## config.mk

```make
export PLATFORM = sky130hd
export DESIGN_NAME = chunked_upload_validator_crc32_top
export DESIGN_NICKNAME = d
export VERILOG_FILES = /design/src/rtl/cuv_pkg.sv /design/src/rtl/cuv_session.sv /design/src/rtl/chunked_upload_validator_crc32_top.sv
export SDC_FILE = /design/constraint.sdc
export NUM_CORES = 1
export LEC_CHECK = 0
export BUFFER_PORTS_ARGS = -buffer_cell sky130_fd_sc_hd__buf_4
export CAP_MARGIN = 10
export CORE_UTILIZATION = 30
export CTS_CLUSTER_DIAMETER = 60
export CTS_CLUSTER_SIZE = 10
export DETAILED_ROUTE_END_ITERATION = 7
export PLACE_DENSITY_LB_ADDON = 0.3
export RECOVER_POWER = 50
export SYNTH_ARGS = -nofsm -noshare
export SYNTH_HDL_FRONTEND = slang
export SYNTH_SLANG_ARGS = --single-unit
```

## constraint.sdc

```tcl
create_clock -name clk -period 33.4 [get_ports clk]
set_input_delay 3.34 -clock clk [delete_from_list [all_inputs] [get_ports clk]]
set_output_delay 3.34 -clock clk [all_outputs]
set_load 0.02 [all_outputs]
```

## src/rtl/cuv_pkg.sv

```systemverilog
// ----------------------------------------------------------------------------
// cuv_pkg
// Shared types, codes and the CRC-32 byte update for the chunked upload
// validator.
// ----------------------------------------------------------------------------
`default_nettype none

package cuv_pkg;

  // Item kinds. Codes five to seven carry no meaning and are ignored.
  localparam logic [2:0] KIND_BEGIN  = 3'd0;
  localparam logic [2:0] KIND_HEADER = 3'd1;
  localparam logic [2:0] KIND_DATA   = 3'd2;
  localparam logic [2:0] KIND_FINISH = 3'd3;
  localparam logic [2:0] KIND_ABORT  = 3'd4;

  // Result kinds.
  localparam logic RES_STATUS = 1'b0;
  localparam logic RES_WRITE  = 1'b1;

  // Status codes.
  localparam logic [3:0] ST_OK          = 4'd0;
  localparam logic [3:0] ST_ACTIVE      = 4'd1;
  localparam logic [3:0] ST_SIZE        = 4'd2;
  localparam logic [3:0] ST_NOT_STARTED = 4'd3;
  localparam logic [3:0] ST_OFFSET      = 4'd4;
  localparam logic [3:0] ST_EMPTY       = 4'd5;
  localparam logic [3:0] ST_CHUNK_SIZE  = 4'd6;
  localparam logic [3:0] ST_OVERFLOW    = 4'd7;
  localparam logic [3:0] ST_INCOMPLETE  = 4'd8;
  localparam logic [3:0] ST_CRC         = 4'd9;

  // Configuration register indexes.
  localparam logic CFG_MAX_PACKAGE = 1'b0;
  localparam logic CFG_MAX_CHUNK   = 1'b1;

  // Configuration reset values.
  localparam logic [31:0] MAX_PACKAGE_RESET = 32'd65536;
  localparam logic [15:0] MAX_CHUNK_RESET   = 16'd512;

  // CRC-32, reflected form.
  localparam logic [31:0] CRC_INIT = 32'hFFFF_FFFF;
  localparam logic [31:0] CRC_POLY = 32'hEDB8_8320;

  // One input item.
  typedef struct packed {
    logic [2:0]  kind;
    logic [31:0] total_len;
    logic [31:0] expected_crc;
    logic [31:0] chunk_offset;
    logic [15:0] chunk_size;
    logic [7:0]  data_byte;
  } item_t;

  // One result item.
  typedef struct packed {
    logic        result_kind;
    logic [3:0]  status_code;
    logic [31:0] offset_hint;
    logic [31:0] offending_value;
    logic [31:0] limit_value;
    logic [31:0] write_address;
    logic [7:0]  write_byte;
  } result_t;

  // Advance the CRC by one byte, eight bit steps.
  function automatic logic [31:0] crc_byte(input logic [31:0] crc_in,
                                           input logic [7:0]  data);
    logic [31:0] crc;
    crc = crc_in ^ {24'd0, data};
    for (int i = 0; i < 8; i++) begin
      crc = (crc >> 1) ^ (crc[0] ? CRC_POLY : 32'd0);
    end
    return crc;
  endfunction

endpackage

`default_nettype wire

```

## src/rtl/cuv_session.sv

```systemverilog
// ----------------------------------------------------------------------------
// cuv_session
// Session state, chunk checks and CRC for one registered item per cycle while item_valid is high.
// ----------------------------------------------------------------------------
`default_nettype none

module cuv_session (
  input  wire logic             clk,
  input  wire logic             rst_n,
  input  wire logic             item_valid,
  input  wire cuv_pkg::item_t   item,
  input  wire logic [31:0]      max_package_bytes,
  input  wire logic [15:0]      max_chunk_bytes,
  output logic                  res_valid,
  output cuv_pkg::result_t      res
);

  logic        active_r,   active_nxt;
  logic [31:0] size_r,     size_nxt;
  logic [31:0] crc_want_r, crc_want_nxt;
  logic [31:0] received_r, received_nxt;
  logic [15:0] owed_r,     owed_nxt;
  logic [31:0] crc_r,      crc_nxt;

  logic [31:0] room;
  logic [31:0] crc_final;

  assign room      = size_r - received_r;
  assign crc_final = ~crc_r;

  // Decide the result and the next session state for the current item.
  always_comb begin
    active_nxt   = active_r;
    size_nxt     = size_r;
    crc_want_nxt = crc_want_r;
    received_nxt = received_r;
    owed_nxt     = owed_r;
    crc_nxt      = crc_r;
    res_valid    = 1'b0;
    res          = '0;

    unique case (item.kind)
      cuv_pkg::KIND_BEGIN: begin
        res_valid = 1'b1;
        priority if (active_r) begin
          res.status_code     = cuv_pkg::ST_ACTIVE;
          res.offset_hint     = received_r;
          res.offending_value = received_r;
          res.limit_value     = size_r;
        end else if (item.total_len == 32'd0 ||
                     item.total_len > max_package_bytes) begin
          res.status_code     = cuv_pkg::ST_SIZE;
          res.offending_value = item.total_len;
          res.limit_value     = max_package_bytes;
        end else begin
          active_nxt   = 1'b1;
          size_nxt     = item.total_len;
          crc_want_nxt = item.expected_crc;
          received_nxt = '0;
          owed_nxt     = '0;
          crc_nxt      = cuv_pkg::CRC_INIT;
          res.status_code = cuv_pkg::ST_OK;
        end
      end

      cuv_pkg::KIND_HEADER: begin
        // A new header always drops what an earlier chunk still owes.
        owed_nxt  = '0;
        res_valid = 1'b1;
        priority if (!active_r) begin
          res.status_code = cuv_pkg::ST_NOT_STARTED;
        end else if (item.chunk_offset != received_r) begin
          res.status_code     = cuv_pkg::ST_OFFSET;
          res.offset_hint     = received_r;
          res.offending_value = item.chunk_offset;
          res.limit_value     = size_r;
        end else if (item.chunk_size == 16'd0) begin
          res.status_code = cuv_pkg::ST_EMPTY;
          res.offset_hint = received_r;
        end else if (item.chunk_size > max_chunk_bytes) begin
          res.status_code     = cuv_pkg::ST_CHUNK_SIZE;
          res.offset_hint     = received_r;
          res.offending_value = {16'd0, item.chunk_size};
          res.limit_value     = {16'd0, max_chunk_bytes};
        end else if ({16'd0, item.chunk_size} > room) begin
          res.status_code     = cuv_pkg::ST_OVERFLOW;
          res.offset_hint     = received_r;
          res.offending_value = received_r + {16'd0, item.chunk_size};
          res.limit_value     = size_r;
        end else begin
          owed_nxt        = item.chunk_size;
          res.status_code = cuv_pkg::ST_OK;
        end
      end

      cuv_pkg::KIND_DATA: begin
        // Stray bytes are dropped without a result.
        if (active_r && owed_r != 16'd0) begin
          res_valid         = 1'b1;
          res.result_kind   = cuv_pkg::RES_WRITE;
          res.write_address = received_r;
          res.write_byte    = item.data_byte;
          crc_nxt           = cuv_pkg::crc_byte(crc_r, item.data_byte);
          received_nxt      = received_r + 32'd1;
          owed_nxt          = owed_r - 16'd1;
        end
      end

      cuv_pkg::KIND_FINISH: begin
        res_valid = 1'b1;
        priority if (!active_r) begin
          res.status_code = cuv_pkg::ST_NOT_STARTED;
        end else if (received_r != size_r) begin
          res.status_code     = cuv_pkg::ST_INCOMPLETE;
          res.offset_hint     = received_r;
          res.offending_value = received_r;
          res.limit_value     = size_r;
        end else begin
          active_nxt   = 1'b0;
          size_nxt     = '0;
          crc_want_nxt = '0;
          received_nxt = '0;
          owed_nxt     = '0;
          crc_nxt      = cuv_pkg::CRC_INIT;
          if (crc_final != crc_want_r) begin
            res.status_code     = cuv_pkg::ST_CRC;
            res.offset_hint     = size_r;
            res.offending_value = crc_final;
            res.limit_value     = crc_want_r;
          end else begin
            res.status_code = cuv_pkg::ST_OK;
          end
        end
      end

      cuv_pkg::KIND_ABORT: begin
        active_nxt   = 1'b0;
        size_nxt     = '0;
        crc_want_nxt = '0;
        received_nxt = '0;
        owed_nxt     = '0;
        crc_nxt      = cuv_pkg::CRC_INIT;
      end

      default: begin
        res_valid = 1'b0;
      end
    endcase
  end

  // Session registers update once per processed item.
  always_ff @(posedge clk) begin
    if (!rst_n) begin
      active_r   <= 1'b0;
      size_r     <= '0;
      crc_want_r <= '0;
      received_r <= '0;
      owed_r     <= '0;
      crc_r      <= cuv_pkg::CRC_INIT;
    end else if (item_valid) begin
      active_r   <= active_nxt;
      size_r     <= size_nxt;
      crc_want_r <= crc_want_nxt;
      received_r <= received_nxt;
      owed_r     <= owed_nxt;
      crc_r      <= crc_nxt;
    end
  end

  // An idle session holds no count and owes no bytes.
  a_idle_clear: assert property (@(posedge clk) disable iff (!rst_n)
    !active_r |-> (received_r == 32'd0 && owed_r == 16'd0 && size_r == 32'd0))
    else $error("idle session holds a count");

  // Accepted chunks never run past the announced size.
  a_within_size: assert property (@(posedge clk) disable iff (!rst_n)
    active_r |-> ({1'b0, received_r} + {17'd0, owed_r} <= {1'b0, size_r}))
    else $error("received plus owed bytes exceed announced size");

  // A payload write always advances the count by one.
  a_write_advances: assert property (@(posedge clk) disable iff (!rst_n)
    (item_valid && res_valid && res.result_kind == cuv_pkg::RES_WRITE)
      |=> (received_r == $past(received_r) + 32'd1))
    else $error("payload write did not advance the byte count");

endmodule

`default_nettype wire

```

## src/rtl/chunked_upload_validator_crc32_top.sv

```systemverilog
// ----------------------------------------------------------------------------
// chunked_upload_validator_crc32_top
// Chunked upload receiver with session checks and a CRC-32 over the payload.
// ----------------------------------------------------------------------------
// The block takes one item per clock cycle while in_stall is low and returns
// its result, if any, from an output register: the item is captured in an
// input register, checked against the session state and run through a
// one-byte CRC-32 update combinationally, and the result lands in the output
// register. Throughput is one item per cycle unless out_stall holds a result.
// While a result waits on out_stall, one further item may be taken into the
// input register; after that in_stall rises until the result is taken.
// Configuration writes are taken at any time but belong to idle periods.
`default_nettype none

module chunked_upload_validator_crc32_top (
  input  wire logic        clk,
  input  wire logic        rst_n,

  input  wire logic        cfg_we,
  input  wire logic        cfg_index,
  input  wire logic [31:0] cfg_data,

  input  wire logic        in_valid,
  output logic             in_stall,
  input  wire logic [2:0]  in_kind,
  input  wire logic [31:0] in_total_len,
  input  wire logic [31:0] in_expected_crc,
  input  wire logic [31:0] in_chunk_offset,
  input  wire logic [15:0] in_chunk_size,
  input  wire logic [7:0]  in_data_byte,

  output logic             out_valid,
  input  wire logic        out_stall,
  output logic             out_result_kind,
  output logic [3:0]       out_status_code,
  output logic [31:0]      out_offset_hint,
  output logic [31:0]      out_offending_value,
  output logic [31:0]      out_limit_value,
  output logic [31:0]      out_write_address,
  output logic [7:0]       out_write_byte
);

  logic [31:0]      max_package_r;
  logic [15:0]      max_chunk_r;
  logic             in_v_r;
  cuv_pkg::item_t   item_r;
  logic             out_v_r;
  cuv_pkg::result_t res_r;
  logic             res_valid;
  cuv_pkg::result_t res;
  logic             in_take;
  logic             advance;

  // Configuration registers.
  always_ff @(posedge clk) begin
    if (!rst_n) begin
      max_package_r <= cuv_pkg::MAX_PACKAGE_RESET;
      max_chunk_r   <= cuv_pkg::MAX_CHUNK_RESET;
    end else if (cfg_we) begin
      unique case (cfg_index)
        cuv_pkg::CFG_MAX_PACKAGE: max_package_r <= cfg_data;
        cuv_pkg::CFG_MAX_CHUNK:   max_chunk_r   <= cfg_data[15:0];
        default:                  max_package_r <= max_package_r;
      endcase
    end
  end

  // The held item moves on whenever the output register is free or emptying.
  assign advance  = in_v_r && !(out_v_r && out_stall);
  assign in_stall = in_v_r && !advance;
  assign in_take  = in_valid && !in_stall;

  // Input register.
  always_ff @(posedge clk) begin
    if (!rst_n) begin
      in_v_r <= 1'b0;
    end else if (in_take) begin
      in_v_r <= 1'b1;
    end else if (advance) begin
      in_v_r <= 1'b0;
    end
  end

  always_ff @(posedge clk) begin
    if (in_take) begin
      item_r.kind         <= in_kind;
      item_r.total_len    <= in_total_len;
      item_r.expected_crc <= in_expected_crc;
      item_r.chunk_offset <= in_chunk_offset;
      item_r.chunk_size   <= in_chunk_size;
      item_r.data_byte    <= in_data_byte;
    end
  end

  cuv_session u_session (
    .clk               (clk),
    .rst_n             (rst_n),
    .item_valid        (advance),
    .item              (item_r),
    .max_package_bytes (max_package_r),
    .max_chunk_bytes   (max_chunk_r),
    .res_valid         (res_valid),
    .res               (res)
  );

  // Output register.
  always_ff @(posedge clk) begin
    if (!rst_n) begin
      out_v_r <= 1'b0;
    end else if (advance) begin
      out_v_r <= res_valid;
    end else if (out_v_r && !out_stall) begin
      out_v_r <= 1'b0;
    end
  end

  always_ff @(posedge clk) begin
    if (advance && res_valid) begin
      res_r <= res;
    end
  end

  assign out_valid           = out_v_r;
  assign out_result_kind     = res_r.result_kind;
  assign out_status_code     = res_r.status_code;
  assign out_offset_hint     = res_r.offset_hint;
  assign out_offending_value = res_r.offending_value;
  assign out_limit_value     = res_r.limit_value;
  assign out_write_address   = res_r.write_address;
  assign out_write_byte      = res_r.write_byte;

endmodule

`default_nettype wire
```

# Word-level counts from Yosys, hierarchy flattened
# Index checks and enable logic that the tools add are counted.
# W data, S select, Z words.
[op_classes]
add_sub_neg = 4
order_cmp = 3
eq_ne = 12
muxes = 67
bitwise_logic = 11
n_reduce_logical = 29
[ops]
columns = ["cell", "count"]
rows = [
  ["$mux W32", 23],
  ["$mux W96", 4],
  ["$pmux W100 S3", 1],
  ["$pmux W32 S4", 2],
  ["$xor A31 B32 Y32", 8],
  ["$mux W100", 2],
  ["$mux W64", 3],
  ["$pmux W32 S3", 2],
  ["$mux W16", 10],
  ["$mux W99", 1],
  ["$ne A32 B32 Y1", 3],
  ["$pmux W16 S5", 1],
  ["$mux W36", 1],
  ["$add A32 B1 Y32 const B", 1],
  ["$add A32 B16 Y32", 1],
  ["$gt A16 B32 Y1", 1],
  ["$gt A32 B32 Y1", 1],
  ["$logic_not A32 Y1", 1],
  ["$not A32 Y32", 1],
  ["$sub A32 B32 Y32", 1],
  ["$xor A32 B8 Y32", 1],
  ["$gt A16 B16 Y1", 1],
  ["$logic_not A16 Y1", 1],
  ["$reduce_bool A16 Y1", 1],
  ["25 further kinds", 54],
]
[totals]
reg_bits = 459
input_bits = 161
output_inout_bits = 143
elab_cells = 149

# Depth between registers and ports, before layout
# Gate-level depths: netlist of the first run.
[depth]
ltp_word = 19
ltp_mapped = 23
mapped_depth_nobuf = 22

# Hierarchy
# From an unflattened synthesis of the first run, not the netlist that was laid out.
[hier_totals]
hier_cells = 2573
area_unflattened_um2 = 24737.5
[modules_own_cells]
columns = ["mod", "n_inst", "cells_per_inst", "area_each_um2", "seq_area_each_um2"]
rows = [
  ["cuv_session", 1, 2105, 14858.0, 2902.8],
  ["chunked_upload_validator_crc32_top", 1, 468, 9879.5, 8928.6],
]

# Least setup slack after synthesis of the first run
# No wires, ideal clock.
[synth_path]
path_type = "in2reg"
startpoint = "in out_stall"
endpoint = "reg res_r (netlist bit out_limit_value[0]) (enable)"
setup_ns = 0.853
arrival_ns = 13.854
required_ns = 32.547
slack_ns = 18.693
path_stages = 3
n_path_buf = 0
cell_sequence = "nand2_1 nand2_1 a211oi_1"
[synth_via]
elab_chain_cells = 4
[synth_rtl]
columns = ["item", "line_no", "rtl"]
rows = [
  ["from (decl)", "chunked_upload_validator_crc32_top.sv:33", "input wire logic out_stall,"],
  ["$logic_and A1 B1 Y1", "chunked_upload_validator_crc32_top.sv:69", "assign advance = in_v_r && !(out_v_r && out_stall);"],
  ["$logic_not A1 Y1", "chunked_upload_validator_crc32_top.sv:69", ""],
  ["$logic_and A1 B1 Y1", "chunked_upload_validator_crc32_top.sv:69", ""],
  ["$logic_and A1 B1 Y1", "chunked_upload_validator_crc32_top.sv:118", "if (advance && res_valid) begin"],
  ["to (signal assigned)", "chunked_upload_validator_crc32_top.sv:119", "res_r <= res;"],
  ["to (decl)", "chunked_upload_validator_crc32_top.sv:48", "cuv_pkg::result_t res_r;"],
]
# No other way between the ends.
# A chain may end at the register's enable or synchronous reset.

# Worst setup path in the final report of the first run
[layout_path]
startpoint = "in out_stall"
endpoint = "reg item_r[54] (netlist name) (enable)"
[layout_via]
elab_chain_cells = 7
[layout_rtl]
columns = ["item", "line_no", "rtl"]
rows = [
  ["$logic_and A1 B1 Y1", "chunked_upload_validator_crc32_top.sv:69", ""],
  ["$logic_not A1 Y1", "chunked_upload_validator_crc32_top.sv:69", ""],
  ["$logic_and A1 B1 Y1", "chunked_upload_validator_crc32_top.sv:69", ""],
  ["$logic_not A1 Y1", "chunked_upload_validator_crc32_top.sv:70", "assign in_stall = in_v_r && !advance;"],
  ["$logic_and A1 B1 Y1", "chunked_upload_validator_crc32_top.sv:70", ""],
  ["$logic_not A1 Y1", "chunked_upload_validator_crc32_top.sv:71", "assign in_take = in_valid && !in_stall;"],
  ["$logic_and A1 B1 Y1", "chunked_upload_validator_crc32_top.sv:71", ""],
  ["net in_take", "chunked_upload_validator_crc32_top.sv:51", "logic in_take;"],
  ["to (decl)", "chunked_upload_validator_crc32_top.sv:46", "cuv_pkg::item_t item_r;"],
]
# The timed path passes the listed nets, and every way through them passes these cells.

==> summary.md, run 1 <==
| Metric | Value |
|---|---|
| Total clock buffers created by CTS | 57 |
| Post-Route WL | slightly above 100,000 µm |
| Yosys reg bits | approximately 460 |
| Hold Path Class | reg2reg |
| CP cell instances | clkbuf_1 > and3_1 > nor2b_4 > clkbuf_1 > buf_4 |
| Core area | slightly above 80,000 µm² |
| TritonCTS clock tree | done |
| Leak Pwr | between 0.01 and 0.015 µW |
| DR pass1 iterations | 6 |
| First-pass GRT wire length | ~150,000 µm |
| Area Overhead vs Synth | 18.4% |
| Worst path buffer plus inverter count | 3 |
| Antenna Violating Nets Remaining | 0 |
| Final count of hold timing violations | 0 |
| CP max stage delay | 2.61 ns |
| Setup TNS | 0 ns |
| DRC viols | 0 |
| Post-Synthesis Cells | 2,641 |
| WP data required | ~34 ns |
| Post-Synthesis Cell Area | approximately 25,000 µm² |
| PD cells | just under 50 nW/µm² |
| Syn Area/Cell | roughly 9.5 µm² |
| Synth area leader | edfxtp_1 |
| Root buffer cell | clkbuf_16 |
| Die area | around 85,000 µm² |
| Async SR Flop Fraction | 0 |
| EDFF count, synth | 264 |
| Final setup violation count | 0 |
| IO Pins | ~300 |
| Vias in the first global route | approximately 21,000 |
| # hold bufs at CTS | 0 |
| Vias | around 22,000 |
| Library cells used by synthesis | a little under 80 |
| RSZ-0062 raised after global routing | false |
| Hold Path Stages | 2 |
| R2r worst-path depth | 21 |
| Cell repeated most along the worst path | clkbuf_1 |
| Fmax | between 0.1 and 0.15 GHz |
| Critical Path AT | ~7.5 ns |
| Clk_skew | about 0.022 ns |
| CTS max path bufs | 3 |
| Final GP Congestion | 1.01 |
| I/O Buffers | around 300 |
| Share of cells above drive strength 1 | 0.118 |
| Row count | roughly 110 |
| CP top delay family | buffers and inverters |
| Commonest cells post-synth | nand2_1 (335), edfxtp_1 (264), dfxtp_1 (195) |
| Fin crit share | 0.217 |
| Slew Limit Fails | 240 |
| Global route total overflow | 0 |
| Worst path depth | 5 |
| Top-count cell post-synth | nand2_1 |
| Post-synth top area share | 0.315 |
| VDD IR max | 0.0000341 V |
| Clk slew on worst S/H paths | 0.06 ns |
| Worst-margin pin slew | ~3.7 ns |
| Starting DRT DRC Count | between 2,000 and 2,500 |
| Worst setup EP type | flip-flop |
| Largest net degree at the start of global routing | a little over 100 |
| Filler cells | 8,514 |
| Crit path max fanout | 63 |
| Routed vias/inst | 5.51 |
| Tot Pwr | 1430 µW |
| Dpl hpwl | approximately 77,000 µm |
| Crit path max-delay cell type | clkbuf_1 |
| Top FF cell, synth | edfxtp_1 |
| Layout Nets | 3,144 |
| Clock Sinks | ~460 |
| Post-Syn Nets | between 2,000 and 3,000 |
| Worst-Skew Late Latency | between 0.6 and 0.7 ns |
| # diodes | 0 |
| Failing checks | capacitance limit, slew limit |
| Wirelength per Cell | ~26 µm |
| Post-CTS setup buffers | 0 |
| Minimum clock period | around 7.3 ns |
| Max-slew headroom | -1.50 |
| Status | complete, but fails checks |
| WS Path Type | in2reg |
| H-tree levels | 2 |
| Initial Utilization | 0.305 |
| Seq/Total Area, Yosys | 0.471 |
| Die Y | 291 µm |
| Antenna violations before repair | 4 |
| Startpoint types | input port |
| Chip width | 291 µm |
| Gr usage total | 0.233 |
| Cts repair resizes | 0 |
| Top cells by area, synth | edfxtp_1 (32%), dfxtp_1 (16%), xnor2_1 (5.9%) |
| Max-Cap Viols | 5 |
| Ys Warns | 0 |
## worst paths after layout
check / start / endpoint / slack (ns)
min reg2reg: max_package_r[24] / max_package_r[24] / 0.49
max reg2reg: u_session.received_r[0] / out_offending_value[29] / 27.16
min: max_package_r[24] / max_package_r[24] / 0.49
max: out_stall / item_r[54] / 26.14
## routing by layer
layer / routed length, µm / GRT usage / vias to the layer above
li1: - / - / 10100
met1: 44100 / 0.313 / 10700
met2: 46800 / 0.375 / 959
met3: 7450 / 0.0395 / 187
met4: 3910 / 0.0840 / 6
met5: 39 / 0 / -
## power breakdown
group          internal [µW]  switching, µW  total (µW)
Combinational           74.5            115         190
Sequential               616           24.5         640
Clock                    357            247         604
Total                   1050            387        1430
## state kept, by name, summed over array words and instances (netlist names), 32 cells and up
signal and count:
item_r 123, max_package_r 32, out_limit_value 32, out_offending_value 32, out_offset_hint 32, out_write_address 32
u_session.crc_r 32, u_session.crc_want_r 32, u_session.received_r 32, u_session.size_r 32
## layout make-up
cell class              count  area (µm²)  area share
flip-flops and latches    459       11800       0.398
clock buffers              94        1680      0.0565
inverters                 106         398      0.0134
multi-input cells        1904       12300       0.412
repair buffers            340        2140      0.0718
well taps                1070        1340      0.0450
clock inverters            11         120     0.00404
## logic make-up after synthesis
kind of cell    Yosys count  share of synthesized area
simple gates            875                      0.167
compound gates          709                      0.189
flops                   459                      0.471
buf+inv                 278                     0.0443
xor+xnor                201                     0.0700
fa+ha+maj               115                     0.0578
mux                       4                    0.00159
## worst min-delay path: stages (launching register included)
cell and delay [ns]:
dfxtp_1 0.32, nand2_1 0.05, a21boi_0 0.06
## stage by stage
step | setup WS, ns | instances | instance area [µm²] | util | hold slack [ns]
after global routing | 25.70 | 3984 | 29800 | 0.361 | 0.513
after floorplan | 18.69 | 2641 | 25100 | - | 0.456
after CTS | 26.21 | 3984 | 30200 | 0.366 | 0.485
final | 26.14 | 3984 | 29800 | 0.361 | 0.488
after global placement | 26.21 | 3879 | 28400 | 0.344 | 0.470
after detailed placement | 26.22 | 3879 | 28400 | 0.344 | 0.478
## placed cells by master (no fill, tap or decap), types with 100 or more instances in the layout
| master | count |
|---|---|
| a21boi_0 | 109 |
| a21oi_1 | 126 |
| buf_4 | 111 |
| clkbuf_1 | 141 |
| clkbuf_4 | 118 |
| dfxtp_1 | 195 |
| edfxtp_1 | 264 |
| ha_1 | 113 |
| inv_1 | 106 |
| nand2_1 | 334 |
| nand3_1 | 101 |
| nor2_1 | 127 |
| nor3_1 | 100 |
| o21ai_0 | 175 |
| xnor2_1 | 170 |
(Power assumes the default switching activity.)
==> run 2: changes to the inputs <==
Clock period 33.4 ns to 6.6 ns, I/O delays scaled along.
==> summary.md, run 2 (same netlist as run 1, synthesis figures left out) <==
| Metric | Value |
|---|---|
| Status | complete, but fails checks |
| Failing checks | capacitance limit, slew limit |
| Antenna violations before repair | 2 (-2) |
| I/O Buffers | 303 (unchanged) |
| Critical Path AT | 6.21 ns (-1.30 ns) |
| Slew Limit Fails | 291 (+21%) |
| RR Startpoint | u_session.received_r[1] |
| TritonCTS clock tree | done |
| Max-slew headroom | -1.29 (+0.207) |
| Commonest cells after routing, fill and taps aside | nand2_1 (334), edfxtp_1 (264), dfxtp_1 (195) |
| Root buffer cell | clkbuf_16 |
| Initial Utilization | 0.305 (unchanged) |
| Max-Cap Viols | 3 (-2) |
| VDD IR max | 0.000211 V (+520%) |
| Final count of hold timing violations | 0 (unchanged) |
| Hold Startpoint | in_chunk_size[2] |
| Post-Route WL | 104,000 µm (+1.2%) |
| IO Pins | 304 (unchanged) |
| Global route total overflow | 0 (unchanged) |
| H-tree levels | 2 (unchanged) |
| Wirelength per Cell | 25.8 µm (+0.42%) |
| RSZ-0062 raised after global routing | false |
| Die Y | 291 µm (unchanged) |
| Fin crit share | 0.870 |
| Worst Hold Path EP | item_r[10] |
| WP data required | 7.06 ns (-26.58 ns) |
| Routed vias/inst | 5.46 (-0.76%) |
| Leak Pwr | 0.0108 µW (+0.39%) |
| Die area | 85,000 µm² (unchanged) |
| Crit path max fanout | 26 (-59%) |
| # hold bufs at CTS | 0 (unchanged) |
| Commonest non-fill, non-tap cell in the layout | nand2_1 |
| Clk slew on worst S/H paths | 0.06 ns (about the same) |
| Worst setup EP type | flip-flop |
| Antenna Violating Nets Remaining | 0 (unchanged) |
| Vias | 21,900 (+0.041%) |
| PD cells | 245 nW/µm² (+410%) |
| First-pass GRT wire length | 148,000 µm (+1.1%) |
| Post-CTS setup buffers | 0 (unchanged) |
| Hold Path Class | in2reg |
| Hold Path Stages | 1 (-1) |
| Largest register by flop count | item_r |
| Pre-CTS WS | 0.909 ns (-25.31 ns) |
| Minimum clock period | 5.74 ns |
| Gr usage total | 0.236 (+0.00312) |
| Dpl hpwl | 78,300 µm (+1.4%) |
| DR pass1 iterations | 6 (unchanged) |
| Largest net degree at the start of global routing | 124 (+23%) |
| Final GP Congestion | 0.964 (-4.9%) |
| Chip width | 291 µm (unchanged) |
| Worst Setup Slack, final | 0.857 ns (-25.28 ns) |
| Clock Sinks | 459 (unchanged) |
| Area Overhead vs Synth | 19.0% |
| Worst-Skew Late Latency | 0.65 ns (+0.02 ns) |
| Row count | 105 (unchanged) |
| WS Path Type | reg2reg |
| Reg-to-reg slack, setup | 0.86 ns (-26.30 ns) |
| Setup TNS | 0 ns (unchanged) |
| Clk_skew | 0.0371 ns (+0.0149 ns) |
| Core area | 82,500 µm² (unchanged) |
| Cts repair resizes | 0 (unchanged) |
| R2r worst-path depth | 20 (-4.8%) |
| Total clock buffers created by CTS | 58 (+1.8%) |
| Max FFs per register | 123 (unchanged) |
| Starting DRT DRC Count | 2,095 (-9.7%) |
| Vias in the first global route | 21,100 (-0.22%) |
| CTS max path bufs | 3 (unchanged) |
| DRC viols | 0 (unchanged) |
| Startpoint types | flip-flop |
| Share of cells above drive strength 1 | 0.117 (-0.000564) |
| Reg-to-reg endpoint | out_offending_value[12] |
| Worst-margin pin slew | 3.44 ns (-0.311 ns) |
| Final setup violation count | 0 (unchanged) |
| Layout Nets | 3,172 (+0.89%) |
| Fmax | ~0.17 GHz |
[run 2: how the worst max path moves through the flow]
stage	start	end	slack, ns
floorplan	u_session.owed_r[0]	out_limit_value[0]	1.26
global placement	u_session.received_r[1]	out_offending_value[12]	1.01
detailed placement	u_session.received_r[1]	out_offending_value[12]	0.91
CTS	u_session.received_r[1]	out_offending_value[12]	0.89
global route	u_session.received_r[9]	out_offending_value[1]	0.30
finish	u_session.received_r[1]	out_offending_value[12]	0.86
[run 2: worst max-delay path: stages, from the launching register on]
cell      delay (ns)
dfxtp_1         0.60
inv_1           0.17
fa_1            0.48
a21o_1          0.21
a31o_2          0.26
a21oi_1         0.25
o21a_1          0.22
o21bai_1        0.07
a21oi_1         0.17
xor2_1          0.10
ha_1            0.30
and3_1          0.20
nand4_1         0.13
a21oi_1         0.22
nor3_1          0.09
nor4_1          0.28
o2111a_1        0.23
o2111a_1        0.16
and4_4          0.30
nand4b_2        0.66
o31ai_1         0.45
[run 2: routing by layer]
layer,global-route usage,up-vias,part of all wire
met5,0,-,0.00020
met4,0.0866,4,0.040
li1,-,10200,-
met3,0.0376,176,0.071
met1,0.318,10700,0.43
met2,0.380,938,0.45
[run 2: power by group]
| group | switching (µW) | leakage (µW) | internal (µW) |
|---|---|---|---|
| registers | 126 | 0.00428 | 3120 |
| clock network | 1300 | 0.000891 | 1810 |
| logic | 594 | 0.00566 | 383 |
[run 2: layout make-up]
type / count / area (µm²)
multi-input combinational: 1904 / 12300
clock buffer: 93 / 1680
fill: 8489 / 52600
antenna: 1 / 2.50
clock inverter: 16 / 160
tap: 1070 / 1340
timing repair buffer: 367 / 2240
sequential: 459 / 11800
inverter: 106 / 398
[run 2: per-stage QoR]
step	utilization	hold slack [ns]	std cells	total power (µW)	cell area (µm²)
2_1_floorplan	-	0.456	2641	3860	25200
3_3_place_gp	0.347	0.472	3906	4270	28600
3_5_place_dp	0.347	0.478	3906	4270	28600
4_1_cts	0.369	0.167	4015	7370	30500
5_1_grt	0.363	0.201	4015	7580	29900
6_report	0.363	0.211	4016	7340	29900
